<file path="src/design/cpll_pkg.sv">
// cpll_pkg: shared types, codes and tables for the carrier tracking PLL.
// No dependencies; used by every module of the block.
package cpll_pkg;

   // CORDIC datapath width and arctangent table length
   localparam int CW        = 34;
   localparam int TABLE_LEN = 24;
   localparam int STEP_W    = 5;

   localparam logic signed [CW-1:0] START_GAIN = 34'sd652032874;
   localparam logic [31:0]          HALF_TURN  = 32'h8000_0000;

   // configuration register indexes
   localparam int         CSR_IDX_W = 2;
   localparam logic [1:0] CSR_ALPHA = 2'd0;
   localparam logic [1:0] CSR_BETA  = 2'd1;
   localparam logic [1:0] CSR_MAXF  = 2'd2;
   localparam logic [1:0] CSR_MINF  = 2'd3;

   // multiplier operand selects
   typedef logic [2:0] mul_op_type;
   localparam mul_op_type MUL_NONE  = 3'd0;
   localparam mul_op_type MUL_EE    = 3'd1;
   localparam mul_op_type MUL_AVG   = 3'd2;
   localparam mul_op_type MUL_SQ    = 3'd3;
   localparam mul_op_type MUL_BETA  = 3'd4;
   localparam mul_op_type MUL_ALPHA = 3'd5;

   typedef struct packed {
      logic signed [15:0] sample_i;
      logic signed [15:0] sample_q;
   } req_type;

   typedef struct packed {
      logic signed [15:0] ref_cos;
      logic signed [15:0] ref_sin;
      logic [31:0]        avg_sq_error;
   } rsp_type;

   typedef struct packed {
      logic [15:0]        alpha_gain;
      logic [23:0]        beta_gain;
      logic signed [31:0] freq_upper;
      logic signed [31:0] freq_lower;
   } cfg_type;

   typedef struct packed {
      logic              load;
      logic              iterate;
      logic [STEP_W-1:0] step;
      logic              take_err;
      mul_op_type        mul_op;
      logic              latch_sq;
      logic              start_acc;
      logic              add_acc;
      logic              take_fsum;
      logic              update;
      logic              emit;
   } cmd_type;

   typedef struct packed {
      logic rsp_free;
   } status_type;

   // atan(2^-i) in Q0.32 turns
   function automatic logic [31:0] turn_atan(input logic [STEP_W-1:0] idx);
      logic [31:0] t;
      case (idx)
         5'd0:    t = 32'h2000_0000;
         5'd1:    t = 32'h12E4_051E;
         5'd2:    t = 32'h09FB_385B;
         5'd3:    t = 32'h0511_11D4;
         5'd4:    t = 32'h028B_0D43;
         5'd5:    t = 32'h0145_D7E1;
         5'd6:    t = 32'h00A2_F61E;
         5'd7:    t = 32'h0051_7C55;
         5'd8:    t = 32'h0028_BE53;
         5'd9:    t = 32'h0014_5F2F;
         5'd10:   t = 32'h000A_2F98;
         5'd11:   t = 32'h0005_17CC;
         5'd12:   t = 32'h0002_8BE6;
         5'd13:   t = 32'h0001_45F3;
         5'd14:   t = 32'h0000_A2FA;
         5'd15:   t = 32'h0000_517D;
         5'd16:   t = 32'h0000_28BE;
         5'd17:   t = 32'h0000_145F;
         5'd18:   t = 32'h0000_0A30;
         5'd19:   t = 32'h0000_0518;
         5'd20:   t = 32'h0000_028C;
         5'd21:   t = 32'h0000_0146;
         5'd22:   t = 32'h0000_00A3;
         5'd23:   t = 32'h0000_0051;
         default: t = 32'h0000_0000;
      endcase
      return t;
   endfunction

   // round at bit 15 and saturate to Q1.15
   function automatic logic signed [15:0] to_q15(input logic signed [CW-1:0] v);
      logic signed [CW-1:0] r;
      r = (v + CW'(16384)) >>> 15;
      if (r > CW'(32767))
         return 16'sh7FFF;
      else if (r < CW'(-32768))
         return -16'sh8000;
      return 16'(r);
   endfunction

endpackage

</file>
<file path="src/design/cpll_ctrl.sv">
// cpll_ctrl: sequencer for one item: CORDIC iterations, multiply steps,
// loop update and result hand-off. Depends on cpll_pkg.
module cpll_ctrl #(
   parameter int CORDIC_STAGES = 16
) (
   input  logic                   clock,
   input  logic                   reset,
   input  logic                   req_valid,
   output logic                   req_stall,
   input  cpll_pkg::status_type   status,
   output cpll_pkg::cmd_type      cmd
);

   localparam int RUN_STEPS = (CORDIC_STAGES < cpll_pkg::TABLE_LEN) ?
                              CORDIC_STAGES : cpll_pkg::TABLE_LEN;
   localparam logic [cpll_pkg::STEP_W-1:0] LAST_STEP = cpll_pkg::STEP_W'(RUN_STEPS - 1);

   localparam logic [3:0] S_IDLE = 4'd0;
   localparam logic [3:0] S_RUN  = 4'd1;
   localparam logic [3:0] S_ERR  = 4'd2;
   localparam logic [3:0] S_M0   = 4'd3;
   localparam logic [3:0] S_M1   = 4'd4;
   localparam logic [3:0] S_M2   = 4'd5;
   localparam logic [3:0] S_M3   = 4'd6;
   localparam logic [3:0] S_M4   = 4'd7;
   localparam logic [3:0] S_UPD  = 4'd8;
   localparam logic [3:0] S_OUT  = 4'd9;

   logic [3:0]                  state_ff, state_in;
   logic [cpll_pkg::STEP_W-1:0] step_ff, step_in;

   assign req_stall = (state_ff != S_IDLE);

   always_comb begin
      state_in = state_ff;
      step_in  = step_ff;
      cmd      = '0;
      unique case (state_ff)
         S_IDLE: begin
            if (req_valid) begin
               cmd.load = 1'b1;
               step_in  = '0;
               state_in = S_RUN;
            end
         end
         S_RUN: begin
            cmd.iterate = 1'b1;
            cmd.step    = step_ff;
            if (step_ff == LAST_STEP)
               state_in = S_ERR;
            else
               step_in = step_ff + 1'b1;
         end
         S_ERR: begin
            cmd.take_err = 1'b1;
            state_in     = S_M0;
         end
         S_M0: begin
            cmd.mul_op = cpll_pkg::MUL_EE;
            state_in   = S_M1;
         end
         S_M1: begin
            cmd.latch_sq = 1'b1;
            cmd.mul_op   = cpll_pkg::MUL_AVG;
            state_in     = S_M2;
         end
         S_M2: begin
            cmd.start_acc = 1'b1;
            cmd.mul_op    = cpll_pkg::MUL_SQ;
            state_in      = S_M3;
         end
         S_M3: begin
            cmd.add_acc = 1'b1;
            cmd.mul_op  = cpll_pkg::MUL_BETA;
            state_in    = S_M4;
         end
         S_M4: begin
            cmd.take_fsum = 1'b1;
            cmd.mul_op    = cpll_pkg::MUL_ALPHA;
            state_in      = S_UPD;
         end
         S_UPD: begin
            cmd.update = 1'b1;
            state_in   = S_OUT;
         end
         S_OUT: begin
            if (status.rsp_free) begin
               cmd.emit = 1'b1;
               state_in = S_IDLE;
            end
         end
         default: state_in = S_IDLE;
      endcase
   end

   always_ff @(posedge clock) begin
      if (reset) begin
         state_ff <= S_IDLE;
         step_ff  <= '0;
      end else begin
         state_ff <= state_in;
         step_ff  <= step_in;
      end
   end

endmodule

</file>
<file path="config.mk">
export PLATFORM = sky130hd
export DESIGN_NAME = cpll_ctrl
export DESIGN_NICKNAME = d
export VERILOG_FILES = /design/src/design/cpll_pkg.sv /design/src/design/cpll_ctrl.sv
export SDC_FILE = /design/constraint.sdc
export NUM_CORES = 1
export LEC_CHECK = 0
export ABC_AREA = 0
export BUFFER_PORTS_ARGS = -buffer_cell sky130_fd_sc_hd__clkbuf_2
export CAP_MARGIN = 20
export CORE_MARGIN = 2
export CORE_UTILIZATION = 47
export DETAILED_ROUTE_END_ITERATION = 8
export PLACE_DENSITY = 0.76
export SYNTH_ARGS = -nofsm -noshare
export SYNTH_HDL_FRONTEND = slang
export SYNTH_SLANG_ARGS = --single-unit
</file>
<file path="constraint.sdc">
create_clock -name clock -period 1.8 [get_ports clock]
set_clock_uncertainty 0.05 [all_clocks]
set_input_delay 0.09 -clock clock [delete_from_list [all_inputs] [get_ports clock]]
set_output_delay 0.09 -clock clock [all_outputs]
set_load 0.02 [all_outputs]
</file>
; Word level (Yosys, flattened, before mapping)
; Index checks and enable logic that the tools add are counted.
[word_totals]
reg_bits = 9
output_inout_bits = 18
[op_classes]
reduce_logical = 5
eq_ne = 14
n_addsub = 1
mux = 19
[ops]
columns = op, n
row1 = case mux 4 bit (10 select lines), 1
row2 = "equality test 4 x 3 -> 1 bit, second input constant", 4
row3 = case mux 3 bit (5 select lines), 1
row4 = two-way mux 4 bit, 3
row5 = two-way mux 1 bit, 10
row6 = two-way mux 5 bit, 2
row7 = case mux 5 bit (2 select lines), 1
row8 = "equality test 4 x 2 -> 1 bit, second input constant", 2
row9 = "equality test 4 bit, second input constant", 2
row10 = "inequality test 2 bit, second input constant", 4
row11 = two-way mux 6 bit, 1
row12 = AND reduction 3 bit, 2
row13 = "adder 5 x 1 -> 5 bit, second input constant", 1
row14 = "equality test 5 x 4 -> 1 bit, second input constant", 1
row15 = "equality test 4 x 1 -> 1 bit, second input constant", 1
row16 = zero test 4 bit, 1
row17 = nonzero test 4 bit, 1
row18 = nonzero test 2 bit, 1

; Logic depth before layout (Yosys ltp)
; Gate-level depths: netlist of run 1.
[depth]
ltp_word = 3
mapped_depth = 7

; Worst setup path after synthesis of run 1
; OpenSTA, ideal clock, no wires.
[synth_timing]
kind = register -> output
from = register state_ff[3]
to = output port cmd[5] (netlist name)
stages_incl_launch_ff = 4
path_buffers = 1
arrival_ns = 1.521
required_ns = 1.660
setup_slack_ns = 0.139
cell_sequence = dfxtp_1 buf_2 nor3b_1 nor2b_1
[synth_lines]
columns = item, line
row1 = start: declaration, cpll_ctrl.sv:29  ; logic [3:0] state_ff, state_in;
row2 = start signal: assignment, cpll_ctrl.sv:101  ; state_ff <= state_in;
row3 = end: declaration, cpll_ctrl.sv:11  ; output cpll_pkg::cmd_type cmd

; Final worst setup path of run 1
[layout_timing]
from = register step_ff[0] (netlist name)
to = register step_ff[2] (netlist name)
[layout_via]
elab_chain_cells = 3
elab_cells_between_ends = 6
[layout_rtl]
columns = item, line
row1 = start: declaration, cpll_ctrl.sv:30  ; logic [cpll_pkg::STEP_W-1:0] step_ff, step_in;
row2 = start signal: assignment, cpll_ctrl.sv:102  ; step_ff <= step_in;
row3 = adder 5 x 1 -> 5 bit / equality test 5 x 4 -> 1 bit (equally long branches), "cpll_ctrl.sv:52, cpll_ctrl.sv:49"
row4 = two-way mux 5 bit / inequality test 2 bit (equally long branches), n/a
row5 = case mux 5 bit (2 select lines) / AND reduction 3 bit (equally long branches), n/a
; Parallel ways exist; a longest one is shown, timed or not. The select of a mux whose other input is x is not followed.
; A chain may end at the register's enable or synchronous reset.

==> results.py, run 1 <==
metrics = {
    "floorplan": {
        "floorplan.die_area_mm2": 0.00164,
        "die_height_um": 40.4,
        "start_util": 0.492,
        "chipWidth_um": 40.4,
        "placementRows": 13,
        "placeableCoreArea_mm2": 0.00127,
        "top_level_ports": 22,
    },
    "clock_network": {
        "cts_max_level": 1,
        "cts_tree": "yes",
        "number_of_clock_sinks": 9,
        "numCtsBuffers": 3,
        "post_cts_hold_buffer_count": 0,
        "ctsResizeCount": 0,
        "clk_lat_worst_skew_ps": 260,
        "clock_path_buffers": 2,
        "cts.root.buffer_cell": "sky130_fd_sc_hd__clkbuf_4",
        "post_cts_setup_buffer_count": 0,
        "cts.reportedPaths.clkPinSlew_ps": 60,
    },
    "critical_path": {
        "r2r_end": "step_ff[2]",
        "crit_path_start_kind": "flop",
        "worst_setup_path_end_kind": "flop",
        "critPathMostFrequentCell": "sky130_fd_sc_hd__ha_1",
        "critical_path.reg2reg.startpoint": "step_ff[0]",
        "worst_path_largest_cell_delay_ps": 330,
        "worstSetupPathType": "reg2reg",
        "crit_path_arrival_time_ps": 1800,
        "rr_worst_depth": 7,
        "worstPathCellList": "ha_1 -> and3_1 -> ha_1 -> nand2_1 -> o2111ai_1 -> xor2_1 -> nor3_1",
        "critPathRequiredTime_ps": 1930,
        "r2r_slack_ps": 120,
        "timing.critical_path.slowest_stage_cell": "sky130_fd_sc_hd__dfxtp_1",
        "path_max_fanout": 4,
    },
    "logic_synthesis": {
        "synth_area_um2": 624,
        "most_repeated_cell_in_the_gate_level_netlist_after_synthesis": "sky130_fd_sc_hd__dfxtp_1",
        "postSynth.topFlopCell": "sky130_fd_sc_hd__dfxtp_1",
        "synth.distinct_cells": 29,
        "synth.yosys.seq_area_share": 0.289,
        "syn_area_per_cell_um2": 8.32,
        "yosysTopAreaCellShare": 0.289,
        "netlist_top_cells_area": "sky130_fd_sc_hd__dfxtp_1, sky130_fd_sc_hd__and2_1, sky130_fd_sc_hd__nor3_1, sky130_fd_sc_hd__nor2_1, sky130_fd_sc_hd__xor2_1",
        "ys_seq_elements": 9,
        "synth-async-reset-ratio": 0,
        "number_of_synthesized_flops_with_an_enable_pin": 0,
        "yosysTopAreaCell": "sky130_fd_sc_hd__dfxtp_1",
        "yosys-top-cells-count": "sky130_fd_sc_hd__dfxtp_1, sky130_fd_sc_hd__and2_1, sky130_fd_sc_hd__nor2_1, sky130_fd_sc_hd__nor3_1, sky130_fd_sc_hd__nand2_1",
        "synthesized_instance_count": 75,
        "synthesis.nets": 81,
        "yosys_warnings": 0,
    },
    "place": {
        "place.detailed.hpwl_um": 969,
        "gp_congestion": 0.838,
        "number_of_buffers_added_on_ports": 21,
    },
    "timing": {
        "max_slew_margin": 0.680,
        "tightest_slew_ps": 480,
        "timing.fmax_mhz": 596,
        "fin_setup_tns_ps": 0,
        "timing.final.setup_violations": 0,
        "hold_violations": 0,
        "final.min_clock_period_ps": 1680,
        "fin_crit_sh": 0.933,
        "final-max-slew-violation-count": 0,
        "grt_setup_unrepaired": "false",
    },
    "detailed_routing": {
        "post-route-drc-count": 0,
        "totalWireLength_um": 1300,
        "drt.antenna.violating_nets": 0,
        "router_iterations_before_antenna_repair": 5,
        "drt-initial-drc-count": 7,
        "routed_wire_length_per_instance_um": 11.8,
        "detailroute.via_count": 606,
        "drt-vias-per-instance": 5.51,
    },
    "global_route": {
        "grt-ovfl-total": 0,
        "grt_pass1_vias": 463,
        "grt_max_degree": 19,
        "grt_antenna_before_repair": 0,
        "total_routing_usage_gr": 0.174,
        "grt_pass1_wl_um": 1840,
    },
    "min_path": {
        "min_delay_worst_endpoint": "state_ff[1]",
        "min_delay_path_depth": 2,
        "worstHoldStart": "reset",
        "min-delay-path-class": "in2reg",
    },
    "finish": {
        "nets_finish": 102,
        "drive_gt1_frac": 0.295,
        "regArea_um2": 180,
        "multi_input_comb_area_um2": 400,
        "number_of_fill_cells_in_the_layout": 113,
        "area_delta_synth_final_pct": 18.8,
        "insertedDiodeCount": 0,
    },
    "power_and_ir_drop": {
        "vdd.ir_drop.worst_v": 0.000374,
        "power-per-cell-area_mw_per_mm2": 631,
        "power.static_leakage_uw": 0.000343,
        "totalPowerFinal_uw": 468,
    },
    "flow_run": {
        "drv.max_cap_violation_count": 0,
    },
    "outcome": {
        "run_status": "finished clean",
    },
}
==> sequential cells by signal, summed over array words and instances (netlist names) <==
signal	flops
step_ff	5
state_ff	4
==> critical path, delay by kind of cell (launching register included) <==
kind | cells | cell delay [ps]
compound gates | 1 | 150
xor+xnor | 1 | 180
fa+ha+maj | 2 | 410
flops | 1 | 330
simple gates | 3 | 460
==> cells in the final DEF, fill, tap and decap left out <==
cell type / instances
sky130_fd_sc_hd__inv_1: 1
sky130_fd_sc_hd__o21bai_1: 1
sky130_fd_sc_hd__and3_1: 3
sky130_fd_sc_hd__o211ai_1: 2
sky130_fd_sc_hd__and2_1: 8
sky130_fd_sc_hd__nor4b_1: 1
sky130_fd_sc_hd__ha_1: 2
sky130_fd_sc_hd__buf_4: 1
sky130_fd_sc_hd__clkbuf_1: 1
sky130_fd_sc_hd__clkbuf_4: 3
sky130_fd_sc_hd__mux2i_1: 2
sky130_fd_sc_hd__nor3b_1: 2
sky130_fd_sc_hd__nor2b_1: 4
sky130_fd_sc_hd__nand2_1: 5
sky130_fd_sc_hd__o21ai_0: 3
sky130_fd_sc_hd__nand2b_1: 1
sky130_fd_sc_hd__and3b_1: 1
sky130_fd_sc_hd__xor2_1: 3
sky130_fd_sc_hd__nor4b_4: 1
sky130_fd_sc_hd__nor3_1: 6
sky130_fd_sc_hd__o2111ai_1: 2
sky130_fd_sc_hd__a21oi_1: 1
sky130_fd_sc_hd__nor2_1: 7
sky130_fd_sc_hd__mux2_2: 1
sky130_fd_sc_hd__nor3_2: 1
sky130_fd_sc_hd__clkbuf_2: 21
sky130_fd_sc_hd__xnor2_1: 1
sky130_fd_sc_hd__dfxtp_1: 9
sky130_fd_sc_hd__and2b_1: 1
==> per-layer routing <==
| metal | up-vias | routed length (um) | track usage |
|---|---|---|---|
| li1 | 304 | - | - |
| met1 | 264 | 560 | 0.199 |
| met2 | 36 | 615 | 0.294 |
| met3 | 2 | 105 | 0.0333 |
| met4 | 0 | 18 | 0.108 |
| met5 | - | 0 | 0 |
==> power by group <==
group | internal, uW | leakage [uW] | switching [uW]
Clock | 85.5 | 0.0000150 | 71.3
Combinational | 37.1 | 0.000255 | 57.7
Sequential | 206 | 0.0000731 | 10.2
==> cell type report <==
cell class                      count  area share
Multi-Input combinational cell     59       0.540
Sequential cell                     9       0.243
Timing Repair Buffer               22       0.152
Clock buffer                        4      0.0354
Tap cell                           15      0.0253
Inverter                            1     0.00506
==> cell families (layout without fill, tap and decap cells) <==
| group | Yosys count | count (layout) | synth area share |
|---|---|---|---|
| and+or+nand+nor | 41 | 41 | 0.399 |
| AOI/OAI and AO/OA | 9 | 9 | 0.0962 |
| DFF | 9 | 9 | 0.289 |
| buffers and inverters | 7 | 27 | 0.0701 |
| xor gates and xnor gates | 4 | 4 | 0.0561 |
| muxes | 3 | 3 | 0.0501 |
| adders and majority gates | 2 | 2 | 0.0401 |
==> through the flow <==
step	hold WS (ps)	instance area, um2	setup slack (ps)	std cells	util
after floorplan	228	624	139	75	-
after global placement	355	716	237	106	0.564
after detailed placement	353	716	147	106	0.564
after CTS	77.7	742	129	110	0.585
after global routing	92.7	742	36.1	110	0.585
final	78.5	742	121	110	0.585
==> worst max path at each step <==
| stage | depth (start not counted) | endpoint | slack (ps) | from |
|---|---|---|---|---|
| after detailed placement | 7 | step_ff[2] | 150 | step_ff[0] |
| after global placement | 7 | step_ff[3] | 240 | step_ff[0] |
| after global routing | 7 | step_ff[2] | 40 | step_ff[0] |
| final | 7 | step_ff[2] | 120 | step_ff[0] |
| after CTS | 7 | step_ff[2] | 130 | step_ff[0] |
| after floorplan | 3 | cmd[5] | 140 | state_ff[3] |
(Power assumes the default switching activity.)
==> inputs of run 2 (changes only) <==
--- a/config.mk
+++ b/config.mk
@@ -11,7 +11,9 @@
 export CORE_MARGIN = 2
 export CORE_UTILIZATION = 47
 export DETAILED_ROUTE_END_ITERATION = 8
+export GPL_TIMING_DRIVEN = 0
 export PLACE_DENSITY = 0.76
+export REMOVE_ABC_BUFFERS = 1
 export SYNTH_ARGS = -nofsm -noshare
 export SYNTH_HDL_FRONTEND = slang
 export SYNTH_SLANG_ARGS = --single-unit
==> run 2 against run 1 <==
- worst hold slack got worse by 18 ps
- core utilization increased by 0.39 points
- first-iteration DRC count increased by 14%
- fmax increased by 1.9%
- cell area increased by 0.67%
- power increased by 0.87%
- largest power group unchanged
- combinational power decreased by 8.5%
- count of clock-buffer cells in the layout unchanged
- highest routed layer unchanged
- die area unchanged
- clock power about the same
- flip-flop and latch count unchanged
==> results.py, run 2 (synthesis gave the netlist of run 1 again) <==
metrics = {
    "finish": {
        "layout_common_cells": "sky130_fd_sc_hd__clkbuf_2, sky130_fd_sc_hd__and2_1, sky130_fd_sc_hd__nor2_1, sky130_fd_sc_hd__dfxtp_1, sky130_fd_sc_hd__nor3_1",
        "post-route-cell-area_um2": 747,
        "insertedDiodeCount": 0,
        "largestRegisters": "step_ff (5), state_ff (4)",
        "drive_gt1_frac": 0.326,
        "regArea_um2": 183,
        "largest_register_ff_count": 5,
        "area_delta_synth_final_pct": 19.6,
        "largest_reg_by_ff_count": "step_ff",
        "number_of_fill_cells_in_the_layout": 132,
        "nets_finish": 102,
        "layoutNonFillerInstCount": 110,
        "multi_input_comb_area_um2": 403,
        "layout_commonest_cell": "sky130_fd_sc_hd__clkbuf_2",
    },
    "global_route": {
        "grt_max_degree": 20,
        "total_routing_usage_gr": 0.184,
        "grt_antenna_before_repair": 0,
        "grt_pass1_wl_um": 1940,
        "met1_usage": 0.187,
        "grt-ovfl-total": 0,
        "globalRoute.busiestLayer": "met2",
        "grt_pass1_vias": 469,
        "gr-usage-met2": 0.333,
        "grt.met3_usage": 0.0333,
    },
    "timing": {
        "final-max-slew-violation-count": 0,
        "max_slew_margin": 0.678,
        "timing.final.setup_violations": 0,
        "grt_setup_unrepaired": "false",
        "tightest_slew_ps": 482,
        "hold_violations": 0,
        "final.min_clock_period_ps": 1650,
        "timing.fmax_mhz": 607,
        "fin_crit_sh": 0.915,
        "fin_setup_tns_ps": 0,
    },
    "detailed_routing": {
        "routed_wire_length_per_instance_um": 11.6,
        "totalWireLength_um": 1270,
        "detailroute.via_count": 596,
        "router_iterations_before_antenna_repair": 4,
        "drt.antenna.violating_nets": 0,
        "post-route-drc-count": 0,
        "drt-vias-per-instance": 5.42,
        "drt-initial-drc-count": 8,
    },
    "clock_network": {
        "post_cts_hold_buffer_count": 0,
        "cts.root.buffer_cell": "sky130_fd_sc_hd__clkbuf_4",
        "cts_tree": "yes",
        "numCtsBuffers": 3,
        "clk_lat_worst_skew_ps": 260,
        "number_of_clock_sinks": 9,
        "clock_path_buffers": 2,
        "cts.reportedPaths.clkPinSlew_ps": 60,
        "cts_max_level": 1,
    },
    "critical_path": {
        "worstSetupPathType": "reg2reg",
        "critPathRequiredTime_ps": 1900,
        "rr_worst_depth": 7,
        "crit_path_arrival_time_ps": 1750,
        "path_max_fanout": 4,
        "crit_path_start_kind": "flop",
        "worst_setup_path_end_kind": "flop",
    },
    "floorplan": {
        "placementRows": 13,
        "die_height_um": 40.4,
        "floorplan.die_area_mm2": 0.00164,
        "start_util": 0.492,
        "chipWidth_um": 40.4,
        "top_level_ports": 22,
        "placeableCoreArea_mm2": 0.00127,
    },
    "min_path": {
        "min_delay_path_depth": 2,
        "min-delay-path-class": "in2reg",
    },
    "power_and_ir_drop": {
        "power-per-cell-area_mw_per_mm2": 632,
        "totalPowerFinal_uw": 472,
        "vdd.ir_drop.worst_v": 0.000477,
        "power.static_leakage_uw": 0.000342,
    },
    "place": {
        "number_of_buffers_added_on_ports": 21,
        "place.detailed.hpwl_um": 929,
        "numPlacedInstances": 105,
        "instance_area_at_placement_um2": 708,
        "gp_congestion": 0.717,
    },
    "flow_run": {
        "drv.max_cap_violation_count": 0,
    },
    "outcome": {
        "run_status": "finished clean",
    },
}
[run 2: cell counts in the layout (fill, tap and decap cells not counted)]
Identical to the previous run, type by type.
[run 2: worst max-delay path, cell delays in order (launching register included)]
cell,delay [ps]
sky130_fd_sc_hd__dfxtp_1,370
sky130_fd_sc_hd__ha_1,170
sky130_fd_sc_hd__and3_1,170
sky130_fd_sc_hd__ha_2,210
sky130_fd_sc_hd__nand2_1,90
sky130_fd_sc_hd__o211ai_1,190
sky130_fd_sc_hd__mux2i_1,230
sky130_fd_sc_hd__nor2_1,50
[run 2: area by class of cell]
cell class	count	area share
Clock buffer	4	0.0352
Tap cell	15	0.0251
Sequential cell	9	0.245
Multi-Input combinational cell	59	0.539
Timing Repair Buffer	22	0.151
Inverter	1	0.00503
[run 2: report_power, final]
| part | total, uW | switching (uW) | internal (uW) |
|---|---|---|---|
| Combinational | 86.7 | 49.5 | 37.2 |
| Clock | 159 | 73.0 | 85.6 |
| Sequential | 227 | 19.5 | 207 |
| Total | 472 | 142 | 330 |
[run 2: layer usage]
layer,part of all wire,vias to the layer above
li1,-,299
met1,0.47,269
met2,0.45,24
met3,0.064,4
met4,0.018,0
met5,0,-
[run 2: what timing repair did]
item | CTS | global route
setup endpoints to repair | 5 | 8
pin swaps | 0 | 0
buffers inserted | 0 | 1
resized for setup | 1 | 2
[run 2: path summary, 6_finish.rpt]
kind | from | to | slack, ps
hold reg to reg | step_ff[4] | step_ff[4] | 470
setup reg to reg | step_ff[1] | step_ff[1] | 150
hold / removal | reset | step_ff[0] | 60
setup / recovery | step_ff[1] | step_ff[1] | 150
[run 2: per-stage QoR]
step,util,setup WS [ps],hold WS [ps]
finish,0.589,153,60.3
global route,0.589,4.14,78.8
floorplan,-,153,110
CTS,0.580,95.0,66.3
detailed placement,0.558,87.8,343
global placement,0.558,107,343
