[config.mk]
export PLATFORM = sky130hd
export DESIGN_NAME = cpll_csr
export DESIGN_NICKNAME = d
export VERILOG_FILES = /design/src/design/cpll_pkg.sv /design/src/design/cpll_csr.sv
export SDC_FILE = /design/constraint.sdc
export NUM_CORES = 1
export LEC_CHECK = 0
export BUFFER_PORTS_ARGS = -buffer_cell sky130_fd_sc_hd__buf_2
export CORE_UTILIZATION = 30
export DETAILED_ROUTE_END_ITERATION = 10
export PLACE_DENSITY = 0.64
export SETUP_SLACK_MARGIN = 0.3
export SKIP_CTS_REPAIR_TIMING = 1
export SLEW_MARGIN = 0
export SYNTH_ARGS = -nofsm -noshare
export SYNTH_HDL_FRONTEND = slang
export SYNTH_SLANG_ARGS = --single-unit
[constraint.sdc]
create_clock -name clock -period 1.2 [get_ports clock]
set_input_delay 0.18 -clock clock [delete_from_list [all_inputs] [get_ports clock]]
set_output_delay 0.18 -clock clock [all_outputs]
set_load 0.01 [all_outputs]
[src/design/cpll_pkg.sv]
// cpll_pkg: shared types, codes and tables for the carrier tracking PLL.
// No dependencies; used by every module of the block.
package cpll_pkg;

   // CORDIC datapath width and arctangent table length
   localparam int CW        = 34;
   localparam int TABLE_LEN = 24;
   localparam int STEP_W    = 5;

   localparam logic signed [CW-1:0] START_GAIN = 34'sd652032874;
   localparam logic [31:0]          HALF_TURN  = 32'h8000_0000;

   // configuration register indexes
   localparam int         CSR_IDX_W = 2;
   localparam logic [1:0] CSR_ALPHA = 2'd0;
   localparam logic [1:0] CSR_BETA  = 2'd1;
   localparam logic [1:0] CSR_MAXF  = 2'd2;
   localparam logic [1:0] CSR_MINF  = 2'd3;

   // multiplier operand selects
   typedef logic [2:0] mul_op_type;
   localparam mul_op_type MUL_NONE  = 3'd0;
   localparam mul_op_type MUL_EE    = 3'd1;
   localparam mul_op_type MUL_AVG   = 3'd2;
   localparam mul_op_type MUL_SQ    = 3'd3;
   localparam mul_op_type MUL_BETA  = 3'd4;
   localparam mul_op_type MUL_ALPHA = 3'd5;

   typedef struct packed {
      logic signed [15:0] sample_i;
      logic signed [15:0] sample_q;
   } req_type;

   typedef struct packed {
      logic signed [15:0] ref_cos;
      logic signed [15:0] ref_sin;
      logic [31:0]        avg_sq_error;
   } rsp_type;

   typedef struct packed {
      logic [15:0]        alpha_gain;
      logic [23:0]        beta_gain;
      logic signed [31:0] freq_upper;
      logic signed [31:0] freq_lower;
   } cfg_type;

   typedef struct packed {
      logic              load;
      logic              iterate;
      logic [STEP_W-1:0] step;
      logic              take_err;
      mul_op_type        mul_op;
      logic              latch_sq;
      logic              start_acc;
      logic              add_acc;
      logic              take_fsum;
      logic              update;
      logic              emit;
   } cmd_type;

   typedef struct packed {
      logic rsp_free;
   } status_type;

   // atan(2^-i) in Q0.32 turns
   function automatic logic [31:0] turn_atan(input logic [STEP_W-1:0] idx);
      logic [31:0] t;
      case (idx)
         5'd0:    t = 32'h2000_0000;
         5'd1:    t = 32'h12E4_051E;
         5'd2:    t = 32'h09FB_385B;
         5'd3:    t = 32'h0511_11D4;
         5'd4:    t = 32'h028B_0D43;
         5'd5:    t = 32'h0145_D7E1;
         5'd6:    t = 32'h00A2_F61E;
         5'd7:    t = 32'h0051_7C55;
         5'd8:    t = 32'h0028_BE53;
         5'd9:    t = 32'h0014_5F2F;
         5'd10:   t = 32'h000A_2F98;
         5'd11:   t = 32'h0005_17CC;
         5'd12:   t = 32'h0002_8BE6;
         5'd13:   t = 32'h0001_45F3;
         5'd14:   t = 32'h0000_A2FA;
         5'd15:   t = 32'h0000_517D;
         5'd16:   t = 32'h0000_28BE;
         5'd17:   t = 32'h0000_145F;
         5'd18:   t = 32'h0000_0A30;
         5'd19:   t = 32'h0000_0518;
         5'd20:   t = 32'h0000_028C;
         5'd21:   t = 32'h0000_0146;
         5'd22:   t = 32'h0000_00A3;
         5'd23:   t = 32'h0000_0051;
         default: t = 32'h0000_0000;
      endcase
      return t;
   endfunction

   // round at bit 15 and saturate to Q1.15
   function automatic logic signed [15:0] to_q15(input logic signed [CW-1:0] v);
      logic signed [CW-1:0] r;
      r = (v + CW'(16384)) >>> 15;
      if (r > CW'(32767))
         return 16'sh7FFF;
      else if (r < CW'(-32768))
         return -16'sh8000;
      return 16'(r);
   endfunction

endpackage

[src/design/cpll_csr.sv]
// cpll_csr: configuration registers (gains and frequency clamps).
// Depends on cpll_pkg.
module cpll_csr (
   input  logic                               clock,
   input  logic                               reset,
   input  logic                               csr_valid,
   output logic                               csr_ready,
   input  logic [cpll_pkg::CSR_IDX_W-1:0]     csr_index,
   input  logic [31:0]                        csr_data,
   output cpll_pkg::cfg_type                  cfg
);

   cpll_pkg::cfg_type cfg_ff, cfg_in;

   assign csr_ready = 1'b1;
   assign cfg       = cfg_ff;

   always_comb begin
      cfg_in = cfg_ff;
      if (csr_valid) begin
         unique case (csr_index)
            cpll_pkg::CSR_ALPHA: cfg_in.alpha_gain = csr_data[15:0];
            cpll_pkg::CSR_BETA:  cfg_in.beta_gain  = csr_data[23:0];
            cpll_pkg::CSR_MAXF:  cfg_in.freq_upper = $signed(csr_data);
            cpll_pkg::CSR_MINF:  cfg_in.freq_lower = $signed(csr_data);
            default:             cfg_in = cfg_ff;
         endcase
      end
   end

   always_ff @(posedge clock) begin
      if (reset) begin
         cfg_ff <= '0;
      end else begin
         cfg_ff <= cfg_in;
      end
   end

endmodule

# After elaboration in Yosys (flattened, before gate mapping)
# Cells that the tools add are included.
# op_classes
reduce_logical	5
n_eq_ne	3
n_mux	0
mul	0
n_div	0
magnitude_cmp	0
n_bitwise	0
n_addsub	0
shifts	0
# ops
operator	count
$reduce_and A2 Y1	4
$eq A2 B2 Y1 const B	2
$eq A2 B1 Y1 const B	1
$logic_not A2 Y1	1
# word_totals
ff_bits	104
rom_bits	0
mem_count	0
output_inout_bits	105
elab_cells	12
inputBits	37
mem_bits_rw	0
latchBits	0

# Depth between registers and ports, before layout
# Gate-level depths: netlist of run 1.
# logic_depth
word_depth	2
mapped_depth	5
mapped_depth_nobuf	2

# Worst setup path before layout of run 1
# Ideal clock, no wire load.
# synth_path
path_kind	input-to-reg
from	in reset
to	reg cfg_ff, in the netlist cfg[64]
path_slack_ps	223
path_buffers	3
setup_ps	124
t_arrival_ps	853
cell_stages	5
t_required_ps	1076
cell_sequence	buf_2 buf_2 clkbuf_1 nand2b_1 mux2i_1
# synth_rtl
item	line_no	text
from (decl)	cpll_csr.sv:5	input logic reset,
to (signal assigned)	cpll_csr.sv:35	cfg_ff <= cfg_in;
to (decl)	cpll_csr.sv:13	cpll_pkg::cfg_type cfg_ff, cfg_in;

# Worst setup path after layout of run 1
# layout_path
from	reg cfg_ff, in the netlist cfg[22]
to	out cfg[22] (netlist bit)
# layout_rtl
item	line_no	text
to (decl)	cpll_csr.sv:10	output cpll_pkg::cfg_type cfg
# No word-level cell between the ends.

==> reports/qor.txt, run 1 <==
hold path cells: 3
Largest register FFs: 104
final number of hold-violating endpoints: 0
pin count of the biggest net entering global routing: 52
cell type with the largest total area after synthesis: sky130_fd_sc_hd__dfxtp_1
Setup Viol. Count Final: 0
initial cell density of the core: 31.1%
Vias/cell: 4.46
DR iter-0 viols: 104
master cell of the clock root buffer: sky130_fd_sc_hd__clkbuf_16
Critical Path End Type: output pin
overall routed net length: 10700 microns
routed length on met3: 643 microns
wire length of the first global-routing pass: 15700 microns
Post-Synthesis Cells: 379
most common cell after layout, fill and taps aside: sky130_fd_sc_hd__nand2b_1
Crit path required time: 1.02 ns
Synth Warn #: 0
final setup skew: 0 ns
IR Drop Worst-Case VDD: 615 uV
Seq. cell area: 2210 sq um
Synth area leaders: sky130_fd_sc_hd__dfxtp_1, sky130_fd_sc_hd__mux2i_1, sky130_fd_sc_hd__nand2b_1
number of pins exceeding their max-slew limit in the final report: 0
kind of start point of the critical path: flip-flop
number of routed nets with antenna violations: 0
delay of the slowest cell on the worst path: 0.35 ns
number of distinct standard cells referenced by the synthesized netlist: 13
commonest non-fill, non-tap cells in the layout: sky130_fd_sc_hd__nand2b_1, sky130_fd_sc_hd__mux2i_1, sky130_fd_sc_hd__dfxtp_2, sky130_fd_sc_hd__buf_6, sky130_fd_sc_hd__buf_2
MaxCap Viol Count: 0
arrival time reported for the critical path endpoint: 0.80 ns
clock sink count: 104
ratio of cells with drive above 1 in the final layout: 54.2%
run status: complete, no violations
area share of the largest cell type after synthesis: 50.0%
total gr overflow: 0
family of cells with the greatest summed delay on the critical path: flip-flops
worst reg2reg startpoint: cfg[61]
area delta synth->final: 52.9%
Worst path slowest cell: sky130_fd_sc_hd__dfxtp_2
Met2 Wirelength: 5440 microns
Die Y-Extent: 120 microns
total of flip-flops plus latches after synthesis: 104
area of the multi-input gates: 1950 sq um
number of port buffers: 140
Filler cells: 1234
Post-Synthesis Net Count: 416
Cell Area, Synth: 4170 sq um
via total after detailed routing: 3228
placeable core region: 13400 sq um
portion of the clock cycle consumed by the worst path in the final layout: 81.7%
largest fanout on the critical path: 2
worst hold path endpoint: cfg[30]
vias in the first global route: 3058
Post-Route Setup TNS: 0 ns
Die W: 120 microns
total number of nets in the final design: 580
initial antenna violation count: 0
min-delay src: csr_data[30]
overall power of the completed layout: 7.23 mW
TritonCTS clock tree: yes
final cell utilization of the core: 47.6%
Cell Rows: 42
gp weighted congestion: 0.749
r2r endpoint: cfg[61]
final HPWL from detailed placement: 7160 microns
first-pass iteration count of the detailed router: 4
detailed-route wire length on metal 1: 4400 microns
Mean Syn Cell Area: 11.0 sq um
worst min-delay path class: in -> reg
wire length per cell: 14.7 microns
depth of the CTS H-tree: 3
# DRC: 0
RSZ-0062 raised after global routing: true
reg-to-reg setup timing slack: 0.47 ns
clock-pin transition on the worst setup and hold timing paths: 0.07 ns
Bufs and invs on worst path: 1
clock latency at the later pin of the worst-skew pair: 0.34 ns
Static Leakage: 3.02 nW
number of buffers added by the clock tree synthesis step: 9
all-layer global routing usage: 14.4%
Achievable Freq: 1020 MHz
sequential cell area fraction in the yosys report: 50.0%
Max clock buf depth: 2
total I/O pin count: 142
count of antenna diodes in the layout: 0
Pwr Density: 1130 nW/um^2
critical path, cell by cell: buf_6
uppermost routed layer: met4
clock period minus worst slack: 0.980 ns
Worst R2R Path Depth: 3
worst setup path category: reg -> out
Die Outline Area: 14400 sq um
## tightest hold or removal path, cell delays in order
cell and delay [ns]:
sky130_fd_sc_hd__buf_2 0.09, sky130_fd_sc_hd__nand2b_1 0.08, sky130_fd_sc_hd__mux2i_1 0.07
## layout make-up
type                            instances  area share [%]
Tap cell                              176            3.46
Multi-Input combinational cell        248            30.7
Sequential cell                       104            34.7
Clock buffer                           13            3.77
Clock inverter                          3           0.295
Timing Repair Buffer                  180            27.1
## worst max path at each step
stage / startpoint / end / slack, ns / cells past startpoint
finish: cfg[22] / cfg[22] / 0.22 / 1
global route: cfg[70] / cfg[70] / 0.18 / 1
CTS: cfg[100] / cfg[100] / 0.16 / 1
detailed placement: csr_index[1] / cfg[96] / 0.04 / 4
global placement: csr_index[1] / cfg[97] / 0.06 / 4
floorplan: csr_index[1] / cfg[101] / 0.27 / 3
## metal layers
layer | up-vias | GRT usage (%)
li1 | 1571 | -
met1 | 1544 | 16.5
met2 | 99 | 24.3
met3 | 14 | 4.28
met4 | 0 | 6.95
met5 | - | 0
## cell families after synthesis
kind of cell,synth area share (%)
AND/OR/NAND/NOR,21.7
multiplexers,25.0
flip-flops,50.0
buffers and inverters,3.24
other,0.0900
## power by group
| group | internal, mW | leakage, nW | switching, mW |
|---|---|---|---|
| Combinational | 0.519 | 2.00 | 0.380 |
| Clock | 1.41 | 0.128 | 1.23 |
| Sequential | 3.60 | 0.893 | 0.0916 |
## stage by stage
step / setup slack (ns) / cell area [sq um] / hold slack, ns / std cells
6_report: 0.220 / 6370 / 0.119 / 724
5_1_grt: 0.183 / 6370 / 0.113 / 724
4_1_cts: 0.156 / 5380 / 0.109 / 696
3_5_place_dp: 0.0395 / 5120 / 0.458 / 680
3_3_place_gp: 0.0598 / 5120 / 0.454 / 680
2_1_floorplan: 0.265 / 4210 / 0.356 / 379
## cells in the mapped netlist
cell type / instances
sky130_fd_sc_hd__buf_6: 1
sky130_fd_sc_hd__and3b_1: 2
sky130_fd_sc_hd__mux2i_1: 104
sky130_fd_sc_hd__conb_1: 1
sky130_fd_sc_hd__clkbuf_1: 13
sky130_fd_sc_hd__nor3b_1: 1
sky130_fd_sc_hd__nand2b_1: 136
sky130_fd_sc_hd__buf_2: 9
sky130_fd_sc_hd__nand3_1: 1
sky130_fd_sc_hd__nand3b_1: 2
sky130_fd_sc_hd__buf_4: 4
sky130_fd_sc_hd__or3b_1: 1
sky130_fd_sc_hd__dfxtp_1: 104
No activity file was read; power rests on OpenSTA's default activity.
==> run 2: changes to the inputs <==
--- a/config.mk
+++ b/config.mk
@@ -8,7 +8,7 @@
 export BUFFER_PORTS_ARGS = -buffer_cell sky130_fd_sc_hd__buf_2
 export CORE_UTILIZATION = 30
 export DETAILED_ROUTE_END_ITERATION = 10
-export PLACE_DENSITY = 0.64
+export PLACE_DENSITY = 0.66
 export SETUP_SLACK_MARGIN = 0.3
 export SKIP_CTS_REPAIR_TIMING = 1
 export SLEW_MARGIN = 0
==> constraint.sdc (replaced) <==
create_clock -name clock -period 0.8 [get_ports clock]
set_input_delay 0.12 -clock clock [delete_from_list [all_inputs] [get_ports clock]]
set_output_delay 0.12 -clock clock [all_outputs]
set_load 0.01 [all_outputs]
==> run 2 against run 1 <==
  * The flow now finishes with violations (negative setup slack)
  * Register-to-register slack lost 0.38 ns
  * Combinational power is 100% higher
  * Cell area grew 18%
  * Setup slack got worse by 0.36 ns
  * Sequential cell count stayed put
  * Clock skew is the same
  * Total power grew 62%
  * Global-route usage is 0.11 points higher
  * Sequential power increased by 50%
  * Core utilization rose by 8.4 points
  * Critical path type unchanged
  * Critical endpoint is now cfg[76]
  * Largest power group unchanged
  * Highest routed layer unchanged
==> reports/qor.txt, run 2 (synthesis results as in run 1) <==
first-pass iteration count of the detailed router: 4 (unchanged)
portion of the clock cycle consumed by the worst path in the final layout: 117%
run status: finished, violations left (was complete, no violations)
Post-Route Setup TNS: -11.38 ns (was 0 ns)
Cell Rows: 42 (unchanged)
Setup Viol. Count Final: 104 (was 0)
arrival time reported for the critical path endpoint: 0.82 ns (was 0.80 ns)
commonest non-fill, non-tap cells in the layout: sky130_fd_sc_hd__buf_6, sky130_fd_sc_hd__mux2i_1, sky130_fd_sc_hd__dfxtp_2 (was sky130_fd_sc_hd__nand2b_1, sky130_fd_sc_hd__mux2i_1, sky130_fd_sc_hd__dfxtp_2, sky130_fd_sc_hd__buf_6, sky130_fd_sc_hd__buf_2)
gp weighted congestion: 0.758 (was 0.749)
most common cell after layout, fill and taps aside: sky130_fd_sc_hd__buf_6 (was sky130_fd_sc_hd__nand2b_1)
final HPWL from detailed placement: 7450 microns (was 7160 microns)
min-delay src: csr_data[24] (was csr_data[30])
Die W: 120 microns (unchanged)
ratio of cells with drive above 1 in the final layout: 70.9% (was 54.2%)
hold path cells: 3 (unchanged)
delay of the slowest cell on the worst path: 0.36 ns (was 0.35 ns)
number of buffers added by the clock tree synthesis step: 9 (unchanged)
IR Drop Worst-Case VDD: 961 uV (was 615 uV)
clock latency at the later pin of the worst-skew pair: 0.34 ns (about the same)
WHS: 0.0446 ns (was 0.119 ns)
final number of hold-violating endpoints: 0 (unchanged)
wire length per cell: 15.7 microns (was 14.7 microns)
clock sink count: 104 (unchanged)
initial antenna violation count: 0 (unchanged)
reg-to-reg setup timing slack: 0.09 ns (was 0.47 ns)
kind of start point of the critical path: flip-flop (unchanged)
Die Y-Extent: 120 microns (unchanged)
RSZ-0062 raised after global routing: true (unchanged)
number of pins exceeding their max-slew limit in the final report: 0 (unchanged)
Layout Cell Area excl Fill: 7490 sq um (was 6370 sq um)
Achievable Freq: 1070 MHz
placed cell area: 5760 sq um (was 5120 sq um)
MaxCap Viol Count: 0 (unchanged)
# DRC: 0 (unchanged)
vias in the first global route: 3130 (was 3058)
Die Outline Area: 14400 sq um (unchanged)
final cell utilization of the core: 55.9% (was 47.6%)
worst hold path endpoint: cfg[24] (was cfg[30])
via total after detailed routing: 3312 (was 3228)
critical path, cell by cell: buf_6 (unchanged)
Vias/cell: 4.43 (was 4.46)
Largest register FFs: 104 (unchanged)
initial cell density of the core: 31.1% (unchanged)
Crit path required time: 0.68 ns (was 1.02 ns)
Bufs and invs on worst path: 1 (unchanged)
worst reg2reg startpoint: cfg[98] (was cfg[61])
count of antenna diodes in the layout: 0 (unchanged)
Worst R2R Path Depth: 3 (unchanged)
family of cells with the greatest summed delay on the critical path: flip-flops (unchanged)
r2r endpoint: cfg[98] (was cfg[61])
clock-pin transition on the worst setup and hold timing paths: 0.06 ns (was 0.07 ns)
largest fanout on the critical path: 2 (unchanged)
pin count of the biggest net entering global routing: 38 (was 52)
depth of the CTS H-tree: 3 (unchanged)
placeable core region: 13400 sq um (unchanged)
number of port buffers: 140 (unchanged)
TritonCTS clock tree: yes (unchanged)
wire length of the first global-routing pass: 16100 microns (was 15700 microns)
Critical Path End Type: output pin (unchanged)
total gr overflow: 0 (unchanged)
smallest setup slack after layout: -0.136 ns (was 0.220 ns)
master cell of the clock root buffer: sky130_fd_sc_hd__clkbuf_16 (unchanged)
total number of nets in the final design: 603 (was 580)
total I/O pin count: 142 (unchanged)
Max clock buf depth: 2 (unchanged)
pre-CTS worst setup slack: -0.318 ns (was 0.0395 ns)
final setup skew: 0 ns (unchanged)
all-layer global routing usage: 14.5% (was 14.4%)
worst min-delay path class: in -> reg (unchanged)
worst setup path category: reg -> out (unchanged)
violated checks: negative setup slack
Static Leakage: 3.68 nW (was 3.02 nW)
area delta synth->final: 79.9% (was 52.9%)
DR iter-0 viols: 115 (was 104)
Pwr Density: 1560 nW/um^2 (was 1130 nW/um^2)
overall routed net length: 11800 microns (was 10700 microns)
Worst path slowest cell: sky130_fd_sc_hd__dfxtp_4 (was sky130_fd_sc_hd__dfxtp_2)
number of routed nets with antenna violations: 0 (unchanged)
clock period minus worst slack: 0.936 ns
run 2: cell types whose count changed in the layout (fill, tap and decap cells not counted), sizes merged:
cell / delta
buf: +20
clkinvlp: +3
clkinv: -2
bufinv: +1
clkbuf: +1
run 2: cell type report:
class / count / area [sq um]
clock inverter: 5 / 57.6
sequential: 104 / 2220
fill: 1103 / 5910
timing repair buffer: 203 / 2190
tap: 176 / 220
clock buffer: 11 / 233
multi-input combinational: 248 / 2570
run 2: through the flow:
stage	power, mW	cells
after floorplan	6.51	379
after global placement	6.95	687
after detailed placement	6.99	687
after CTS	11.3	703
after global routing	12.2	747
final	11.7	747
run 2: where the power goes:
part           internal (mW)  switching, mW  total [mW]
Sequential              5.39          0.160        5.55
Clock                   2.42           1.89        4.32
Combinational           1.13          0.709        1.84
run 2: how the worst max path moves through the flow:
stage,startpoint,to,slack [ns],cells past startpoint
detailed placement,csr_index[1],cfg[94],-0.32,5
finish,cfg[76],cfg[76],-0.14,1
global placement,csr_index[1],cfg[94],-0.30,5
CTS,cfg[65],cfg[65],-0.24,1
floorplan,csr_index[1],cfg[100],-0.07,3
global route,cfg[102],cfg[102],-0.16,1
run 2: routing by layer:
| metal | up-vias | global-route usage (%) | part of all wire, % |
|---|---|---|---|
| met3 | 9 | 4.71 | 5.5 |
| met1 | 1594 | 18.4 | 43 |
| li1 | 1620 | - | - |
| met5 | - | 0 | 0 |
| met2 | 89 | 23.2 | 50 |
| met4 | 0 | 4.69 | 0.98 |
==> run 3: changes to the inputs <==
--- a/config.mk
+++ b/config.mk
@@ -7,6 +7,7 @@
 export LEC_CHECK = 0
 export BUFFER_PORTS_ARGS = -buffer_cell sky130_fd_sc_hd__buf_2
 export CORE_UTILIZATION = 30
+export CTS_BUF_LIST = sky130_fd_sc_hd__clkbuf_16
 export DETAILED_ROUTE_END_ITERATION = 10
 export PLACE_DENSITY = 0.66
 export SETUP_SLACK_MARGIN = 0.3
==> run 3 against run 2 <==
  * The flow still finishes with violations (negative setup slack)
  * Total power shrank 0.20%
  * Worst hold slack is essentially flat
  * Fmax is essentially flat
  * Sequential share of layout area is the same
  * Non-clock buffer count is the same
  * Global-route usage is the same
  * Critical path type unchanged
  * Critical endpoint unchanged
==> reports/qor.txt, run 3 (synthesis results as in run 1) <==
kind of start point of the critical path: flip-flop (unchanged)
M1 GR Usage: 18.4% (unchanged)
clock-pin transition on the worst setup and hold timing paths: 0.06 ns (about the same)
pre-CTS worst setup slack: -0.318 ns (unchanged)
Worst path slowest cell: sky130_fd_sc_hd__dfxtp_4 (unchanged)
depth of the CTS H-tree: 3 (unchanged)
initial antenna violation count: 0 (unchanged)
arrival time reported for the critical path endpoint: 0.82 ns (about the same)
delay of the slowest cell on the worst path: 0.36 ns (about the same)
number of routed nets with antenna violations: 0 (unchanged)
clock period minus worst slack: 0.936 ns (about the same)
commonest non-fill, non-tap cells in the layout: sky130_fd_sc_hd__buf_6, sky130_fd_sc_hd__mux2i_1, sky130_fd_sc_hd__dfxtp_2 (unchanged)
master cell of the clock root buffer: sky130_fd_sc_hd__clkbuf_16 (unchanged)
final number of hold-violating endpoints: 0 (unchanged)
DR iter-0 viols: 115 (unchanged)
path length in cells of the critical path: 1 (unchanged)
IR Drop Worst-Case VDD: 962 uV (was 961 uV)
family of cells with the greatest summed delay on the critical path: flip-flops (unchanged)
final HPWL from detailed placement: 7450 microns (unchanged)
portion of the clock cycle consumed by the worst path in the final layout: 117% (about the same)
Max clock buf depth: 2 (unchanged)
Vias/cell: 4.43 (about the same)
Pwr Density: 1560 nW/um^2 (about the same)
worst setup path category: reg -> out (unchanged)
total gr overflow: 0 (unchanged)
# DRC: 0 (unchanged)
area delta synth->final: 79.9% (unchanged)
initial cell density of the core: 31.1% (unchanged)
smallest setup slack after layout: -0.136 ns (about the same)
number of port buffers: 140 (unchanged)
met3 Resource Use GR: 4.71% (unchanged)
RSZ-0062 raised after global routing: true (unchanged)
Die Y-Extent: 120 microns (unchanged)
all-layer global routing usage: 14.5% (unchanged)
met2 Resource Use GR: 23.2% (unchanged)
total I/O pin count: 142 (unchanged)
total number of nets in the final design: 603 (unchanged)
number of buffers added by the clock tree synthesis step: 9 (unchanged)
final cell utilization of the core: 55.9% (unchanged)
pin count of the biggest net entering global routing: 38 (unchanged)
Setup Viol. Count Final: 104 (unchanged)
critical path, cell by cell: buf_6 (unchanged)
number of pins exceeding their max-slew limit in the final report: 0 (unchanged)
Achievable Freq: 1070 MHz (about the same)
Worst R2R Path Depth: 3 (unchanged)
final setup skew: 0 ns (unchanged)
Static Leakage: 3.69 nW (was 3.68 nW)
Die W: 120 microns (unchanged)
MaxCap Viol Count: 0 (unchanged)
vias in the first global route: 3130 (unchanged)
clock sink count: 104 (unchanged)
violated checks: negative setup slack (unchanged)
TritonCTS clock tree: yes (unchanged)
Cell Rows: 42 (unchanged)
WHS: 0.0447 ns (was 0.0446 ns)
Largest register FFs: 104 (unchanged)
Die Outline Area: 14400 sq um (unchanged)
overall routed net length: 11700 microns (was 11800 microns)
Post-Route Setup TNS: -11.38 ns (about the same)
count of antenna diodes in the layout: 0 (unchanged)
wire length of the first global-routing pass: 16100 microns (unchanged)
Bufs and invs on worst path: 1 (unchanged)
most common cell after layout, fill and taps aside: sky130_fd_sc_hd__buf_6 (unchanged)
Crit path required time: 0.68 ns (about the same)
hold path cells: 3 (unchanged)
ratio of cells with drive above 1 in the final layout: 70.9% (unchanged)
placeable core region: 13400 sq um (unchanged)
clock latency at the later pin of the worst-skew pair: 0.34 ns (about the same)
gp weighted congestion: 0.758 (unchanged)
largest fanout on the critical path: 2 (unchanged)
wire length per cell: 15.7 microns (about the same)
run status: finished, violations left (unchanged)
worst min-delay path class: in -> reg (unchanged)
first-pass iteration count of the detailed router: 4 (unchanged)
most crowded layer after global routing: met2 (unchanged)
via total after detailed routing: 3307 (was 3312)
Critical Path End Type: output pin (unchanged)
run 3: cell count changes in the layout (fill, tap and decap cells not counted):
cell / change
sky130_fd_sc_hd__inv_1: +2
sky130_fd_sc_hd__clkbuf_1: -2
run 3: path summary, 6_finish.rpt:
kind	endpoint	from	slack, ns
max	cfg[76]	cfg[76]	-0.14
min	cfg[24]	csr_data[24]	0.04
max reg2reg	cfg[98]	cfg[98]	0.09
min reg2reg	cfg[16]	cfg[16]	0.48
run 3: layer usage:
layer  vias to the layer above  share of wire (%)
li1                       1620                  -
met1                      1592                 43
met2                        86                 50
met3                         9                5.3
met4                         0               0.95
met5                         -                  0
run 3: cell type report:
type | count | area, sq um
Timing Repair Buffer | 203 | 2190
Clock inverter | 7 | 65.1
Tap cell | 176 | 220
Fill cell | 1103 | 5910
Sequential cell | 104 | 2220
Clock buffer | 9 | 225
Multi-Input combinational cell | 248 | 2570
run 3: through the flow:
step           cell area (sq um)  power [mW]  cells
3_5_place_dp                5760        6.99    687
3_3_place_gp                5760        6.95    687
6_report                    7490        11.7    747
2_1_floorplan               4890        6.51    379
5_1_grt                     7490        12.1    747
4_1_cts                     6050        11.3    703
run 3: power breakdown:
group	switching (mW)	internal, mW	leakage, nW
registers	0.161	5.39	0.895
clock network	1.90	2.40	0.140
logic	0.709	1.13	2.65
